[src/rtl/phfrs_pkg.sv]
// shared types, constants and a helper function for the packet header filter and sampler
package phfrs_pkg;

  // default parameter values
  localparam int COUNT_WIDTH_DEF = 32;
  localparam int RATE_WIDTH_DEF  = 24;

  // fixed widths of the stream words and config port
  localparam int IN_DATA_W   = 48;
  localparam int OUT_DATA_W  = 72;
  localparam int CFG_DATA_W  = 32;
  localparam int TOTAL_W     = 32;
  localparam int LFSR_W      = 32;
  localparam int DIV_CNT_W   = $clog2(LFSR_W);

  // register reset values and lfsr taps
  localparam logic [31:0] RATE_RESET = 32'd256;
  localparam logic [LFSR_W-1:0] LFSR_RESET = 32'd1;
  localparam logic [LFSR_W-1:0] LFSR_TAPS  = 32'h8020_0003;

  // register indexes
  localparam logic REG_RATE        = 1'b0;
  localparam logic REG_RANDOM_SEED = 1'b1;

  // header constants
  localparam logic [15:0] ETYPE_IPV4 = 16'h0800;
  localparam logic [15:0] ETYPE_ARP  = 16'h0806;
  localparam logic [15:0] ETYPE_VLAN = 16'h8100;
  localparam logic [15:0] ETH_HDR_LEN  = 16'd14;
  localparam logic [15:0] VLAN_TAG_LEN = 16'd4;
  localparam logic [15:0] TCP_MIN_LEN  = 16'd13;
  localparam logic [15:0] UDP_HDR_LEN  = 16'd8;
  localparam logic [15:0] ICMP_HDR_LEN = 16'd8;
  localparam logic [7:0]  PROTO_TCP  = 8'd6;
  localparam logic [7:0]  PROTO_UDP  = 8'd17;
  localparam logic [7:0]  PROTO_ICMP = 8'd1;

  // verdict codes
  typedef enum logic [2:0] {
    VERD_ELIGIBLE    = 3'd0,
    VERD_SHORT_ETH   = 3'd1,
    VERD_BAD_ETYPE   = 3'd2,
    VERD_SHORT_VLAN  = 3'd3,
    VERD_SHORT_IP    = 3'd4,
    VERD_BAD_PROTO   = 3'd5,
    VERD_SHORT_TRANS = 3'd6
  } verdict_e;

  // controller to datapath commands
  typedef struct packed {
    logic accept;
    logic start_draw;
    logic div_step;
    logic dec;
    logic out_load;
  } phfrs_cmd_t;

  // datapath to controller status
  typedef struct packed {
    logic eligible;
    logic loaded;
    logic div_last;
    logic skip_one;
    logic hit;
  } phfrs_stat_t;

  // one step of the galois lfsr
  function automatic logic [LFSR_W-1:0] lfsr_advance(input logic [LFSR_W-1:0] v);
    logic [LFSR_W-1:0] s;
    s = v >> 1;
    if (v[0]) begin
      s = s ^ LFSR_TAPS;
    end
    return s;
  endfunction

endpackage

[src/rtl/phfrs_ctrl.sv]
// controller state machine sequencing filter, skip draws and result hand-off
module phfrs_ctrl (
  input  logic                   clk_i,
  input  logic                   rst_ni,
  input  logic                   in_valid_i,
  output logic                   in_ready_o,
  output logic                   out_valid_o,
  input  logic                   out_ready_i,
  input  phfrs_pkg::phfrs_stat_t stat_i,
  output phfrs_pkg::phfrs_cmd_t  cmd_o
);

  typedef enum logic [4:0] {
    S_IDLE = 5'b00001,
    S_EVAL = 5'b00010,
    S_DRAW = 5'b00100,
    S_DEC  = 5'b01000,
    S_DONE = 5'b10000
  } state_e;

  state_e state_q, state_d;
  logic   out_valid_q, out_valid_d;

  // next state and commands
  always_comb begin
    state_d = state_q;
    cmd_o   = '0;
    case (state_q)
      S_IDLE: begin
        if (in_valid_i) begin
          cmd_o.accept = 1'b1;
          state_d      = S_EVAL;
        end
      end
      S_EVAL: begin
        if (!stat_i.eligible) begin
          state_d = S_DONE;
        end else if (!stat_i.loaded) begin
          cmd_o.start_draw = 1'b1;
          state_d          = S_DRAW;
        end else begin
          state_d = S_DEC;
        end
      end
      S_DRAW: begin
        cmd_o.div_step = 1'b1;
        if (stat_i.div_last) begin
          state_d = stat_i.hit ? S_DONE : S_DEC;
        end
      end
      S_DEC: begin
        cmd_o.dec = 1'b1;
        if (stat_i.skip_one) begin
          cmd_o.start_draw = 1'b1;
          state_d          = S_DRAW;
        end else begin
          state_d = S_DONE;
        end
      end
      S_DONE: begin
        if (!out_valid_q || out_ready_i) begin
          cmd_o.out_load = 1'b1;
          state_d        = S_IDLE;
        end
      end
      default: begin
        state_d = S_IDLE;
      end
    endcase
  end

  // output word valid flag
  always_comb begin
    out_valid_d = out_valid_q;
    if (cmd_o.out_load) begin
      out_valid_d = 1'b1;
    end else if (out_ready_i) begin
      out_valid_d = 1'b0;
    end
  end

  always_ff @(posedge clk_i or negedge rst_ni) begin
    if (!rst_ni) begin
      state_q     <= S_IDLE;
      out_valid_q <= 1'b0;
    end else begin
      state_q     <= state_d;
      out_valid_q <= out_valid_d;
    end
  end

  assign in_ready_o  = (state_q == S_IDLE);
  assign out_valid_o = out_valid_q;

endmodule

[src/rtl/phfrs_dp.sv]
// datapath: header checks, lfsr, serial remainder, skip and packet counters
module phfrs_dp #(
  parameter int COUNT_WIDTH = phfrs_pkg::COUNT_WIDTH_DEF,
  parameter int RATE_WIDTH  = phfrs_pkg::RATE_WIDTH_DEF
) (
  input  logic                              clk_i,
  input  logic                              rst_ni,
  input  logic                              cfg_we_i,
  input  logic                              cfg_idx_i,
  input  logic [phfrs_pkg::CFG_DATA_W-1:0]  cfg_data_i,
  input  logic [phfrs_pkg::IN_DATA_W-1:0]   in_data_i,
  output logic [phfrs_pkg::OUT_DATA_W-1:0]  out_data_o,
  input  phfrs_pkg::phfrs_cmd_t             cmd_i,
  output phfrs_pkg::phfrs_stat_t            stat_o
);

  localparam int MOD_W = RATE_WIDTH + 1;
  localparam int LW    = phfrs_pkg::LFSR_W;
  localparam int CW    = phfrs_pkg::DIV_CNT_W;

  // latched header fields
  logic [15:0] frame_length_q;
  logic [15:0] frame_type_q;
  logic [3:0]  ip_header_words_q;
  logic [7:0]  ip_protocol_q;
  logic [3:0]  tcp_header_words_q;

  // config and sampler state
  logic [RATE_WIDTH-1:0]  rate_q;
  logic [LW-1:0]          lfsr_q, lfsr_d;
  logic [MOD_W-1:0]       skip_q;
  logic                   loaded_q;
  logic                   hit_q;
  logic [COUNT_WIDTH-1:0] elig_cnt_q;
  logic [COUNT_WIDTH-1:0] samp_cnt_q;

  // remainder unit
  logic [MOD_W-1:0] mod_q;
  logic [MOD_W-1:0] rem_q;
  logic [MOD_W-1:0] rem_d;
  logic [LW-1:0]    dvd_q;
  logic [CW-1:0]    div_cnt_q;
  logic [MOD_W:0]   rem_shift;
  logic [RATE_WIDTH-1:0] rate_eff;
  logic [MOD_W-1:0] mod_d;

  logic [phfrs_pkg::OUT_DATA_W-1:0] out_data_q;
  phfrs_pkg::verdict_e verdict;

  // header checks
  always_comb begin
    logic [15:0] len1;
    logic [15:0] len2;
    logic [15:0] len3;
    logic [15:0] ihl_b;
    logic [15:0] tcp_b;
    ihl_b   = {10'd0, ip_header_words_q, 2'b00};
    tcp_b   = {10'd0, tcp_header_words_q, 2'b00};
    len1    = frame_length_q - phfrs_pkg::ETH_HDR_LEN;
    len2    = len1;
    len3    = '0;
    verdict = phfrs_pkg::VERD_ELIGIBLE;
    if (frame_length_q < phfrs_pkg::ETH_HDR_LEN) begin
      verdict = phfrs_pkg::VERD_SHORT_ETH;
    end else if (frame_type_q == phfrs_pkg::ETYPE_VLAN
                 && len1 < phfrs_pkg::VLAN_TAG_LEN) begin
      verdict = phfrs_pkg::VERD_SHORT_VLAN;
    end else if (frame_type_q != phfrs_pkg::ETYPE_IPV4 && frame_type_q != phfrs_pkg::ETYPE_ARP
                 && frame_type_q != phfrs_pkg::ETYPE_VLAN) begin
      verdict = phfrs_pkg::VERD_BAD_ETYPE;
    end else begin
      if (frame_type_q == phfrs_pkg::ETYPE_VLAN) begin
        len2 = len1 - phfrs_pkg::VLAN_TAG_LEN;
      end
      len3 = len2 - ihl_b;
      if (len2 == 16'd0 || len2 < ihl_b) begin
        verdict = phfrs_pkg::VERD_SHORT_IP;
      end else if (ip_protocol_q == phfrs_pkg::PROTO_TCP) begin
        if (len3 < phfrs_pkg::TCP_MIN_LEN || len3 < tcp_b) begin
          verdict = phfrs_pkg::VERD_SHORT_TRANS;
        end
      end else if (ip_protocol_q == phfrs_pkg::PROTO_UDP) begin
        if (len3 < phfrs_pkg::UDP_HDR_LEN) begin
          verdict = phfrs_pkg::VERD_SHORT_TRANS;
        end
      end else if (ip_protocol_q == phfrs_pkg::PROTO_ICMP) begin
        if (len3 < phfrs_pkg::ICMP_HDR_LEN) begin
          verdict = phfrs_pkg::VERD_SHORT_TRANS;
        end
      end else begin
        verdict = phfrs_pkg::VERD_BAD_PROTO;
      end
    end
  end

  // modulus 2n-1 with a zero rate taken as one
  assign rate_eff = (rate_q == '0) ? RATE_WIDTH'(1) : rate_q;
  assign mod_d    = {rate_eff, 1'b0} - MOD_W'(1);

  // one remainder bit per cycle, restoring
  assign rem_shift = {rem_q, dvd_q[LW-1]};
  assign rem_d = (rem_shift >= {1'b0, mod_q}) ? MOD_W'(rem_shift - {1'b0, mod_q})
                                               : rem_shift[MOD_W-1:0];

  assign lfsr_d = phfrs_pkg::lfsr_advance(lfsr_q);

  // input word capture
  always_ff @(posedge clk_i) begin
    if (cmd_i.accept) begin
      frame_length_q     <= in_data_i[15:0];
      frame_type_q       <= in_data_i[31:16];
      ip_header_words_q  <= in_data_i[35:32];
      ip_protocol_q      <= in_data_i[43:36];
      tcp_header_words_q <= in_data_i[47:44];
    end
  end

  // remainder unit registers
  always_ff @(posedge clk_i) begin
    if (cmd_i.start_draw) begin
      mod_q <= mod_d;
      rem_q <= '0;
      dvd_q <= lfsr_d;
    end else if (cmd_i.div_step) begin
      rem_q <= rem_d;
      dvd_q <= {dvd_q[LW-2:0], 1'b0};
    end
  end

  always_ff @(posedge clk_i or negedge rst_ni) begin
    if (!rst_ni) begin
      div_cnt_q <= '0;
    end else if (cmd_i.start_draw) begin
      div_cnt_q <= '0;
    end else if (cmd_i.div_step) begin
      div_cnt_q <= div_cnt_q + CW'(1);
    end
  end

  // config registers and lfsr
  always_ff @(posedge clk_i or negedge rst_ni) begin
    if (!rst_ni) begin
      rate_q <= RATE_WIDTH'(phfrs_pkg::RATE_RESET);
      lfsr_q <= phfrs_pkg::LFSR_RESET;
    end else begin
      if (cfg_we_i) begin
        case (cfg_idx_i)
          phfrs_pkg::REG_RATE: begin
            rate_q <= cfg_data_i[RATE_WIDTH-1:0];
          end
          phfrs_pkg::REG_RANDOM_SEED: begin
            lfsr_q <= (cfg_data_i == '0) ? phfrs_pkg::LFSR_RESET : cfg_data_i;
          end
          default: begin
          end
        endcase
      end else if (cmd_i.start_draw) begin
        lfsr_q <= lfsr_d;
      end
    end
  end

  // skip counter and packet counters
  always_ff @(posedge clk_i or negedge rst_ni) begin
    if (!rst_ni) begin
      skip_q     <= '0;
      loaded_q   <= 1'b0;
      hit_q      <= 1'b0;
      elig_cnt_q <= '0;
      samp_cnt_q <= '0;
    end else begin
      if (cmd_i.accept) begin
        hit_q <= 1'b0;
      end
      if (cmd_i.dec) begin
        skip_q     <= skip_q - MOD_W'(1);
        elig_cnt_q <= elig_cnt_q + COUNT_WIDTH'(1);
        if (skip_q == MOD_W'(1)) begin
          hit_q      <= 1'b1;
          samp_cnt_q <= samp_cnt_q + COUNT_WIDTH'(1);
        end
      end
      if (cmd_i.div_step && div_cnt_q == CW'(LW - 1)) begin
        skip_q   <= rem_d + MOD_W'(1);
        loaded_q <= 1'b1;
      end
    end
  end

  // result word register
  always_ff @(posedge clk_i) begin
    if (cmd_i.out_load) begin
      out_data_q <= {4'b0000,
                     phfrs_pkg::TOTAL_W'(samp_cnt_q),
                     phfrs_pkg::TOTAL_W'(elig_cnt_q),
                     hit_q,
                     verdict};
    end
  end

  assign out_data_o = out_data_q;

  assign stat_o.eligible = (verdict == phfrs_pkg::VERD_ELIGIBLE);
  assign stat_o.loaded   = loaded_q;
  assign stat_o.div_last = (div_cnt_q == CW'(LW - 1));
  assign stat_o.skip_one = (skip_q == MOD_W'(1));
  assign stat_o.hit      = hit_q;

endmodule

[src/rtl/packet_header_filter_random_sampler_core.sv]
// top level of the packet header filter with random-skip packet sampler
//
//  channel   dir  handshake                    payload
//  s_axis    in   s_axis_tvalid/s_axis_tready  tdata: header fields of one packet
//  m_axis    out  m_axis_tvalid/m_axis_tready  tdata: verdict, sampled flag, totals
//  cfg       in   cfg_we_i                     cfg_idx_i, cfg_data_i
//
// a rejected packet goes from the check straight to its result word; an eligible one
// not sampled passes a decrement first; a sampled one, or the first eligible after reset,
// adds a draw, one that is both adds two (each draw is 32 remainder steps, a bit a cycle)
// one packet is in work at a time; a finished word waits in the output register while
// the next packet is taken, and the block stalls only when that word is still held
// reset clears the counters, the skip state and the lfsr to its default seed
module packet_header_filter_random_sampler_core #(
  parameter int COUNT_WIDTH = phfrs_pkg::COUNT_WIDTH_DEF,
  parameter int RATE_WIDTH  = phfrs_pkg::RATE_WIDTH_DEF
) (
  input  logic                              clk_i,
  input  logic                              rst_ni,
  // config write port
  input  logic                              cfg_we_i,
  input  logic                              cfg_idx_i,
  input  logic [phfrs_pkg::CFG_DATA_W-1:0]  cfg_data_i,
  // header word in
  input  logic                              s_axis_tvalid,
  output logic                              s_axis_tready,
  // frame_length[15:0], frame_type[31:16], ip_header_words[35:32],
  // ip_protocol[43:36], tcp_header_words[47:44]
  input  logic [phfrs_pkg::IN_DATA_W-1:0]   s_axis_tdata,
  // result word out
  output logic                              m_axis_tvalid,
  input  logic                              m_axis_tready,
  // verdict[2:0], sampled[3], eligible_total[35:4], sampled_total[67:36], zero[71:68]
  output logic [phfrs_pkg::OUT_DATA_W-1:0]  m_axis_tdata
);

  phfrs_pkg::phfrs_cmd_t  cmd;
  phfrs_pkg::phfrs_stat_t stat;

  // sequencing
  phfrs_ctrl u_ctrl (
    .clk_i       (clk_i),
    .rst_ni      (rst_ni),
    .in_valid_i  (s_axis_tvalid),
    .in_ready_o  (s_axis_tready),
    .out_valid_o (m_axis_tvalid),
    .out_ready_i (m_axis_tready),
    .stat_i      (stat),
    .cmd_o       (cmd)
  );

  // checks, draws and counters
  phfrs_dp #(
    .COUNT_WIDTH (COUNT_WIDTH),
    .RATE_WIDTH  (RATE_WIDTH)
  ) u_dp (
    .clk_i      (clk_i),
    .rst_ni     (rst_ni),
    .cfg_we_i   (cfg_we_i),
    .cfg_idx_i  (cfg_idx_i),
    .cfg_data_i (cfg_data_i),
    .in_data_i  (s_axis_tdata),
    .out_data_o (m_axis_tdata),
    .cmd_i      (cmd),
    .stat_o     (stat)
  );

  // a sampled word always carries the eligible verdict
  assert property (@(posedge clk_i) disable iff (!rst_ni)
    (m_axis_tvalid && m_axis_tdata[3]) |-> (m_axis_tdata[2:0] == phfrs_pkg::VERD_ELIGIBLE))
    else $error("sampled word with a reject verdict");

  // one packet in work at a time
  assert property (@(posedge clk_i) disable iff (!rst_ni)
    (s_axis_tvalid && s_axis_tready) |=> !s_axis_tready)
    else $error("new word taken while a packet is in work");

  // no two of draw start, remainder step, accept and output load are commanded together
  assert property (@(posedge clk_i) disable iff (!rst_ni)
    $onehot0({cmd.start_draw, cmd.div_step, cmd.accept, cmd.out_load}))
    else $error("conflicting datapath commands");

  // a draw start follows either the first check or a decrement
  assert property (@(posedge clk_i) disable iff (!rst_ni)
    cmd.start_draw |-> (stat.eligible && (cmd.dec || !stat.loaded)))
    else $error("draw started without an eligible packet");

endmodule
[config.mk]
export PLATFORM = sky130hd
export DESIGN_NAME = packet_header_filter_random_sampler_core
export DESIGN_NICKNAME = d
export VERILOG_FILES = /design/src/rtl/phfrs_pkg.sv /design/src/rtl/phfrs_ctrl.sv /design/src/rtl/phfrs_dp.sv /design/src/rtl/packet_header_filter_random_sampler_core.sv
export SDC_FILE = /design/constraint.sdc
export NUM_CORES = 1
export LEC_CHECK = 0
export CORE_ASPECT_RATIO = 1.5
export CORE_MARGIN = 2
export CORE_UTILIZATION = 30
export DETAILED_ROUTE_END_ITERATION = 6
export DONT_BUFFER_PORTS = 1
export PLACE_DENSITY = 0.44
export SLEW_MARGIN = 20
export SYNTH_ARGS = -nofsm -noshare
export SYNTH_HDL_FRONTEND = slang
export SYNTH_HIERARCHICAL = 1
export SYNTH_SLANG_ARGS = --single-unit
[constraint.sdc]
create_clock -name clk_i -period 16.9 [get_ports clk_i]
set_clock_uncertainty 0.05 [all_clocks]
set_input_delay 1.69 -clock clk_i [delete_from_list [all_inputs] [get_ports clk_i]]
set_output_delay 1.69 -clock clk_i [all_outputs]
set_load 0.05 [all_outputs]
Word level (Yosys, flattened, before mapping)
Cells that the tools add are included. Widths: inputs -> output; s select.

Bits in registers: 356. Bits in latches: 0. Bits in writable memories: 0. ROM bits: 0. Memories: 0.

$add $sub $neg: 10. Multipliers: 0. Div/mod/pow operators: 0. Magnitude comparators: 7. Eq/ne operators: 18. Shift-type cells: 0. Mux-type cells: 49. Bitwise gates (word level): 2. Reductions and logical operators: 20.

Operators with widths (count): $mux 32 (7); $mux 25 (3); $add 32x1->32 const B (2); $mux 16 (4); $sub 25x1->25 const B (2); $lt 16x4->1 const B (3); $mux 5 (8); $logic_not 32->1 (1); $lt 16x6->1 (2); $ne 16x12->1 const B (2); $mux 3 (9); $ge 26x25->1 (1); $add 25x1->25 const B (1); $eq 25x1->1 const B (1); $pmux 5 s5 (1); $sub 25x25->25 (1); $logic_not 24->1 (1); $mux 24 (1); $eq 16x16->1 const B (1); $logic_not 16->1 (1); $lt 16x3->1 const B (1); $ne 16x16->1 const B (1); $sub 16x3->16 const B (1); $sub 16x4->16 const B (1); 24 further kinds (50).

Depth between registers and ports, before layout
Depth in word-level cells: 21. Depth in mapped cells: 25. Mapped depth without buffers: 23.

Cells and area by module
The synthesis kept the hierarchy.

Modules (own cells, without submodules): phfrs_dp (instances 1, cells each 1616, area each 17782.1 um^2, seq. area each 9471.6 um^2); phfrs_ctrl (instances 1, cells each 46, area each 401.6 um^2, seq. area each 151.4 um^2).

Worst setup path after synthesis
No wires, ideal clock.

Kind: reg2reg. Start: register u_dp.frame_length_q[1]. End: register u_dp.dvd_q[0] (enable). Setup time: 375 ps. Arrival: 6801 ps. Required time: 16475 ps. Setup slack: 9674 ps. Stages on the path, launching flop included: 24. Path buffers: 4. Period minus slack after synthesis: 7226 ps. Path through: edfxtp_1 > ha_1 > buf_2 > xnor2_1 > ha_1 > inv_1 > or3_1 > clkbuf_1 > nand2_1 > ha_1 > a21o_1 > a21oi_1 > a211oi_1 > nand4b_1 > o31ai_1 > o2bb2ai_1 > and3_1 > a221oi_1 > and3b_1 > nand3_1 > o21ai_0 > clkbuf_1 > clkbuf_1 > or2_2.

RTL lines: start: declaration (line phfrs_dp.sv:22) `logic [15:0] frame_length_q;`; start signal: assignment (line phfrs_dp.sv:110) `frame_length_q <= in_data_i[15:0];`; end signal: assignment (line phfrs_dp.sv:123) `dvd_q <= lfsr_d;`; end signal: assignment (line phfrs_dp.sv:126) `dvd_q <= {dvd_q[LW-2:0], 1'b0};`; end: declaration (line phfrs_dp.sv:41) `logic [LW-1:0] dvd_q;`.

==> impl_metrics.prom <==
# TYPE chip_impl_metric gauge
chip_impl_metric{name="clock_sinks",unit=""} 355
chip_impl_metric{name="clkTransAtPathRegs",unit="ps"} 60
chip_impl_metric{name="setup_viol",unit=""} 0
chip_impl_metric{name="synth-xor-area-share",unit=""} 0.0756
chip_impl_metric{name="placement_rows",unit=""} 110
chip_impl_metric{name="num_vias",unit=""} 12300
chip_impl_metric{name="max-cap-violations",unit=""} 0
chip_impl_info{name="cts.root.buffer_cell",value="sky130_fd_sc_hd__clkbuf_16"} 1
chip_impl_metric{name="syn_area",unit="sq mm"} 0.0182
chip_impl_metric{name="firstDrtPassIters",unit=""} 5
chip_impl_metric{name="ys_seq_area_frac",unit=""} 0.529
chip_impl_metric{name="leakage",unit="uW"} 0.00786
chip_impl_metric{name="max_freq",unit="MHz"} 160
chip_impl_metric{name="post_synth.cell_area_avg",unit="sq um"} 10.9
chip_impl_metric{name="worst_slew_pin_slew",unit="ps"} 922
chip_impl_metric{name="grt_first_pass_wirelength",unit="microns"} 71100
chip_impl_metric{name="gr-usage-all-layers",unit=""} 0.144
chip_impl_metric{name="post_drt_wl_per_cell",unit="microns"} 18.2
chip_impl_metric{name="setup-tns-final",unit="ps"} 0
chip_impl_info{name="grt_setup_unrepaired",value="false"} 1
chip_impl_metric{name="cts-buffers-inserted",unit=""} 39
chip_impl_metric{name="final.fill_count",unit=""} 6158
chip_impl_metric{name="post_cts.resized_instances",unit=""} 0
chip_impl_metric{name="ys.warnings.count",unit=""} 6
chip_impl_metric{name="clock_insertion_delay_worst_skew",unit="ps"} 570
chip_impl_metric{name="worstRegToRegCells",unit=""} 21
chip_impl_metric{name="post-cts-setup-buffers",unit=""} 0
chip_impl_metric{name="antenna_violations_before_repair",unit=""} 1
chip_impl_metric{name="power.density_cell_area",unit="mW/mm^2"} 103
chip_impl_metric{name="place_hpwl",unit="microns"} 32400
chip_impl_metric{name="netlist-cell-type-count",unit=""} 96
chip_impl_metric{name="top_level_ports",unit=""} 160
chip_impl_metric{name="largest_net_degree_at_the_start_of_global_routing",unit=""} 159
chip_impl_metric{name="clock_period_minus_worst_slack",unit="ps"} 6230
chip_impl_metric{name="synthSimpleGateAreaFrac",unit=""} 0.164
chip_impl_info{name="synth_top_area_cell",value="sky130_fd_sc_hd__edfxtp_1"} 1
chip_impl_metric{name="synthMuxAreaShare",unit=""} 0.0624
chip_impl_metric{name="synth_compound_area_frac",unit=""} 0.107
chip_impl_metric{name="final_antenna_net_count",unit=""} 0
chip_impl_info{name="setup.worst_path.end_class",value="register"} 1
chip_impl_info{name="synth_area_leaders",value="sky130_fd_sc_hd__edfxtp_1 (28%), sky130_fd_sc_hd__dfrtp_1 (21%), sky130_fd_sc_hd__xnor2_1 (4.6%)"} 1
chip_impl_metric{name="area.growth.synth_to_final",unit="%"} 11.4
chip_impl_metric{name="fin_util",unit=""} 0.338
chip_impl_metric{name="timing.slew.headroom",unit=""} 0.385
chip_impl_metric{name="timing.final.crit_share",unit=""} 0.369
chip_impl_metric{name="worstPathArrival",unit="ps"} 6470
chip_impl_metric{name="die_x",unit="microns"} 205
chip_impl_metric{name="cells_after_synth",unit=""} 1662
chip_impl_metric{name="finalHoldViolCount",unit=""} 0
chip_impl_metric{name="cts-root-to-sink-buffers",unit=""} 3
chip_impl_metric{name="grt_pass1_vias",unit=""} 12600
chip_impl_metric{name="remaining_drc_errors",unit=""} 0
chip_impl_metric{name="initialDrtViolationCount",unit=""} 622
chip_impl_metric{name="detail_route.vias_per_cell",unit=""} 4.99
chip_impl_metric{name="power.ir.vdd_worst",unit="mV"} 0.0752
chip_impl_metric{name="final_max_slew_viol_count",unit=""} 0
chip_impl_info{name="worstSetupPathType",value="register to register"} 1
chip_impl_metric{name="post_synth_fa_ha_maj_area_fraction",unit=""} 0.0311
chip_impl_metric{name="ctsHoldBuffers",unit=""} 0
chip_impl_metric{name="globalRouteOverflowTotal",unit=""} 0
chip_impl_metric{name="synth-edff-count",unit=""} 172
chip_impl_metric{name="wirelength",unit="microns"} 44800
chip_impl_info{name="cp-start-kind",value="register"} 1
chip_impl_info{name="hold_path_class",value="register to register"} 1
chip_impl_info{name="largest_family_of_logic_cells_by_synthesized_area",value="simple AND/OR/NAND/NOR gates"} 1
chip_impl_metric{name="finish.net_count",unit=""} 1780
chip_impl_metric{name="die_y",unit="microns"} 306
chip_impl_info{name="cts_tree",value="built"} 1
chip_impl_metric{name="ys_async_sr_fraction",unit=""} 0.445
chip_impl_info{name="status",value="complete, no violations"} 1
chip_impl_metric{name="layout-drive-gt1-share",unit=""} 0.101
chip_impl_info{name="postSynth.topFlopCell",value="sky130_fd_sc_hd__edfxtp_1"} 1
chip_impl_metric{name="crit_path_max_fanout",unit=""} 54
chip_impl_metric{name="hold_crit_depth",unit=""} 1
chip_impl_metric{name="floorplan.core_area",unit="sq mm"} 0.0600
chip_impl_metric{name="timing.critical_path.required",unit="ps"} 17140
chip_impl_metric{name="die_area",unit="sq mm"} 0.0626
chip_impl_metric{name="netlist.area_leader.share",unit=""} 0.284
chip_impl_metric{name="routabilityCongestion",unit=""} 0.820
chip_impl_metric{name="cts.htree.levels",unit=""} 2
chip_impl_metric{name="ys_ff_latch",unit=""} 355
chip_impl_metric{name="placement.io_buffers",unit=""} 0
chip_impl_metric{name="initial_core_utilization",unit=""} 0.303
[cell usage after synthesis (35+ instances only)]
library cell,n
sky130_fd_sc_hd__a21oi_1,59
sky130_fd_sc_hd__clkbuf_1,39
sky130_fd_sc_hd__dfrtp_1,155
sky130_fd_sc_hd__edfxtp_1,172
sky130_fd_sc_hd__ha_1,42
sky130_fd_sc_hd__inv_1,65
sky130_fd_sc_hd__mux2_2,59
sky130_fd_sc_hd__mux2i_1,47
sky130_fd_sc_hd__nand2_1,146
sky130_fd_sc_hd__nand3_1,42
sky130_fd_sc_hd__nand4_1,35
sky130_fd_sc_hd__nor2_1,124
sky130_fd_sc_hd__nor3_1,44
sky130_fd_sc_hd__nor4_1,37
sky130_fd_sc_hd__o21ai_0,75
sky130_fd_sc_hd__xnor2_1,96
sky130_fd_sc_hd__xor2_1,61
[layer usage]
layer  global-route usage  vias up  wire length (microns)
li1                     -     6047                      -
met5                    0        -                      0
met4               0.0448        0                   1080
met3               0.0279       63                   1760
met2                0.268      231                  23700
met1                0.164     5949                  18300
[final timing paths]
| kind | to | start | slack, ps |
|---|---|---|---|
| min | u_dp/elig_cnt_q[31]$_DFFE_PN0P_ | u_dp/elig_cnt_q[31]$_DFFE_PN0P_ | 430 |
| max reg2reg | u_dp/dvd_q[5]$_DFFE_PP_ | u_dp/frame_length_q[1]$_DFFE_PP_ | 10670 |
| min reg2reg | u_dp/elig_cnt_q[31]$_DFFE_PN0P_ | u_dp/elig_cnt_q[31]$_DFFE_PN0P_ | 430 |
| max in group asynchronous | u_dp/rate_q[8]$_DFFE_PN1P_ | rst_ni | 15690 |
| max | u_dp/dvd_q[5]$_DFFE_PP_ | u_dp/frame_length_q[1]$_DFFE_PP_ | 10670 |
| min in group asynchronous | u_dp/samp_cnt_q[1]$_DFFE_PN0P_ | rst_ni | 780 |
[cell usage in the layout, fill, tap and decap left out, types with 7 or more instances in the layout]
cell type and count:
sky130_fd_sc_hd__a211oi_1 29, sky130_fd_sc_hd__a21o_1 16, sky130_fd_sc_hd__a21oi_1 59, sky130_fd_sc_hd__a31oi_1 11, sky130_fd_sc_hd__and2_1 13, sky130_fd_sc_hd__and3_1 23
sky130_fd_sc_hd__buf_4 10, sky130_fd_sc_hd__clkbuf_1 14, sky130_fd_sc_hd__clkbuf_16 39, sky130_fd_sc_hd__dfrtp_1 155, sky130_fd_sc_hd__dfxtp_1 25, sky130_fd_sc_hd__edfxtp_1 172
sky130_fd_sc_hd__ha_1 42, sky130_fd_sc_hd__inv_1 65, sky130_fd_sc_hd__mux2_2 59, sky130_fd_sc_hd__mux2i_1 46, sky130_fd_sc_hd__nand2_1 146, sky130_fd_sc_hd__nand2b_1 15
sky130_fd_sc_hd__nand3_1 42, sky130_fd_sc_hd__nand4_1 35, sky130_fd_sc_hd__nor2_1 122, sky130_fd_sc_hd__nor2b_1 17, sky130_fd_sc_hd__nor3_1 44, sky130_fd_sc_hd__nor3b_1 7
sky130_fd_sc_hd__nor4_1 36, sky130_fd_sc_hd__o211ai_1 7, sky130_fd_sc_hd__o21a_1 7, sky130_fd_sc_hd__o21ai_0 74, sky130_fd_sc_hd__o31ai_1 9, sky130_fd_sc_hd__or3_1 16
sky130_fd_sc_hd__or4_1 9, sky130_fd_sc_hd__xnor2_1 96, sky130_fd_sc_hd__xor2_1 61
[per-stage QoR]
| stage | cell area [sq um] | hold slack, ps | setup slack, ps | std cells | power [uW] |
|---|---|---|---|---|---|
| floorplan | 18200 | 375 | 9670 | 1665 | 1190 |
| global placement | 19000 | 413 | 10890 | 2393 | 1240 |
| detailed placement | 19000 | 416 | 10700 | 2393 | 1250 |
| CTS | 20300 | 429 | 10650 | 2464 | 2120 |
| global route | 20300 | 441 | 10190 | 2465 | 2180 |
| finish | 20300 | 427 | 10670 | 2465 | 2080 |
[flip-flops by register name, summed over array words and instances (netlist names), 24 cells and up]
| name | flops |
|---|---|
| u_dp/lfsr_q | 32 |
| u_dp/samp_cnt_q | 32 |
| u_dp/out_data_o | 68 |
| u_dp/rate_q | 24 |
| u_dp/dvd_q | 32 |
| u_dp/elig_cnt_q | 32 |
| u_dp/mod_q | 24 |
| u_dp/rem_q | 25 |
| u_dp/skip_q | 25 |
[worst max-delay path, cell delays in order, from the launching register on]
cell and delay, ps:
sky130_fd_sc_hd__edfxtp_1 480, sky130_fd_sc_hd__ha_1 360, sky130_fd_sc_hd__xnor2_1 260, sky130_fd_sc_hd__ha_1 200, sky130_fd_sc_hd__inv_1 60, sky130_fd_sc_hd__or3_1 530
sky130_fd_sc_hd__nand2_1 170, sky130_fd_sc_hd__ha_1 270, sky130_fd_sc_hd__a21o_1 170, sky130_fd_sc_hd__a21oi_1 320, sky130_fd_sc_hd__a211oi_1 120, sky130_fd_sc_hd__nand4b_1 120
sky130_fd_sc_hd__o31ai_1 70, sky130_fd_sc_hd__o2bb2ai_1 120, sky130_fd_sc_hd__and3_1 180, sky130_fd_sc_hd__a221oi_1 340, sky130_fd_sc_hd__and3b_1 240, sky130_fd_sc_hd__nand3_1 160
sky130_fd_sc_hd__o21ai_4 160, sky130_fd_sc_hd__buf_4 410, sky130_fd_sc_hd__buf_4 650, sky130_fd_sc_hd__mux2_2 410
[power by group]
group | internal [uW] | switching, uW | total, uW | leakage, uW
registers | 968 | 58.9 | 1030 | 0.00389
clock network | 501 | 352 | 853 | 0.000614
logic | 81.9 | 118 | 200 | 0.00336
total | 1550 | 529 | 2080 | 0.00786
[area by class of cell]
| type | count | area (sq um) | area share |
|---|---|---|---|
| tap | 784 | 981 | 0.0484 |
| antenna | 1 | 2.50 | 0.000124 |
| clock inverter | 16 | 210 | 0.0104 |
| inverter | 66 | 248 | 0.0122 |
| clock buffer | 55 | 1060 | 0.0521 |
| multi-input combinational | 1178 | 8060 | 0.398 |
| timing repair buffer | 10 | 75.1 | 0.00371 |
| sequential | 355 | 9620 | 0.475 |
[logic make-up (layout without fill, tap and decap cells)]
logic type      after synthesis  after routing
buf+inv                     132            147
simple gates                578            578
xor+xnor                    157            157
compound gates              289            289
flops                       355            355
fa+ha+maj                    44             44
mux                         106            106
other cells                   1              5
Note: power is estimated with default switching activity, not from simulation.
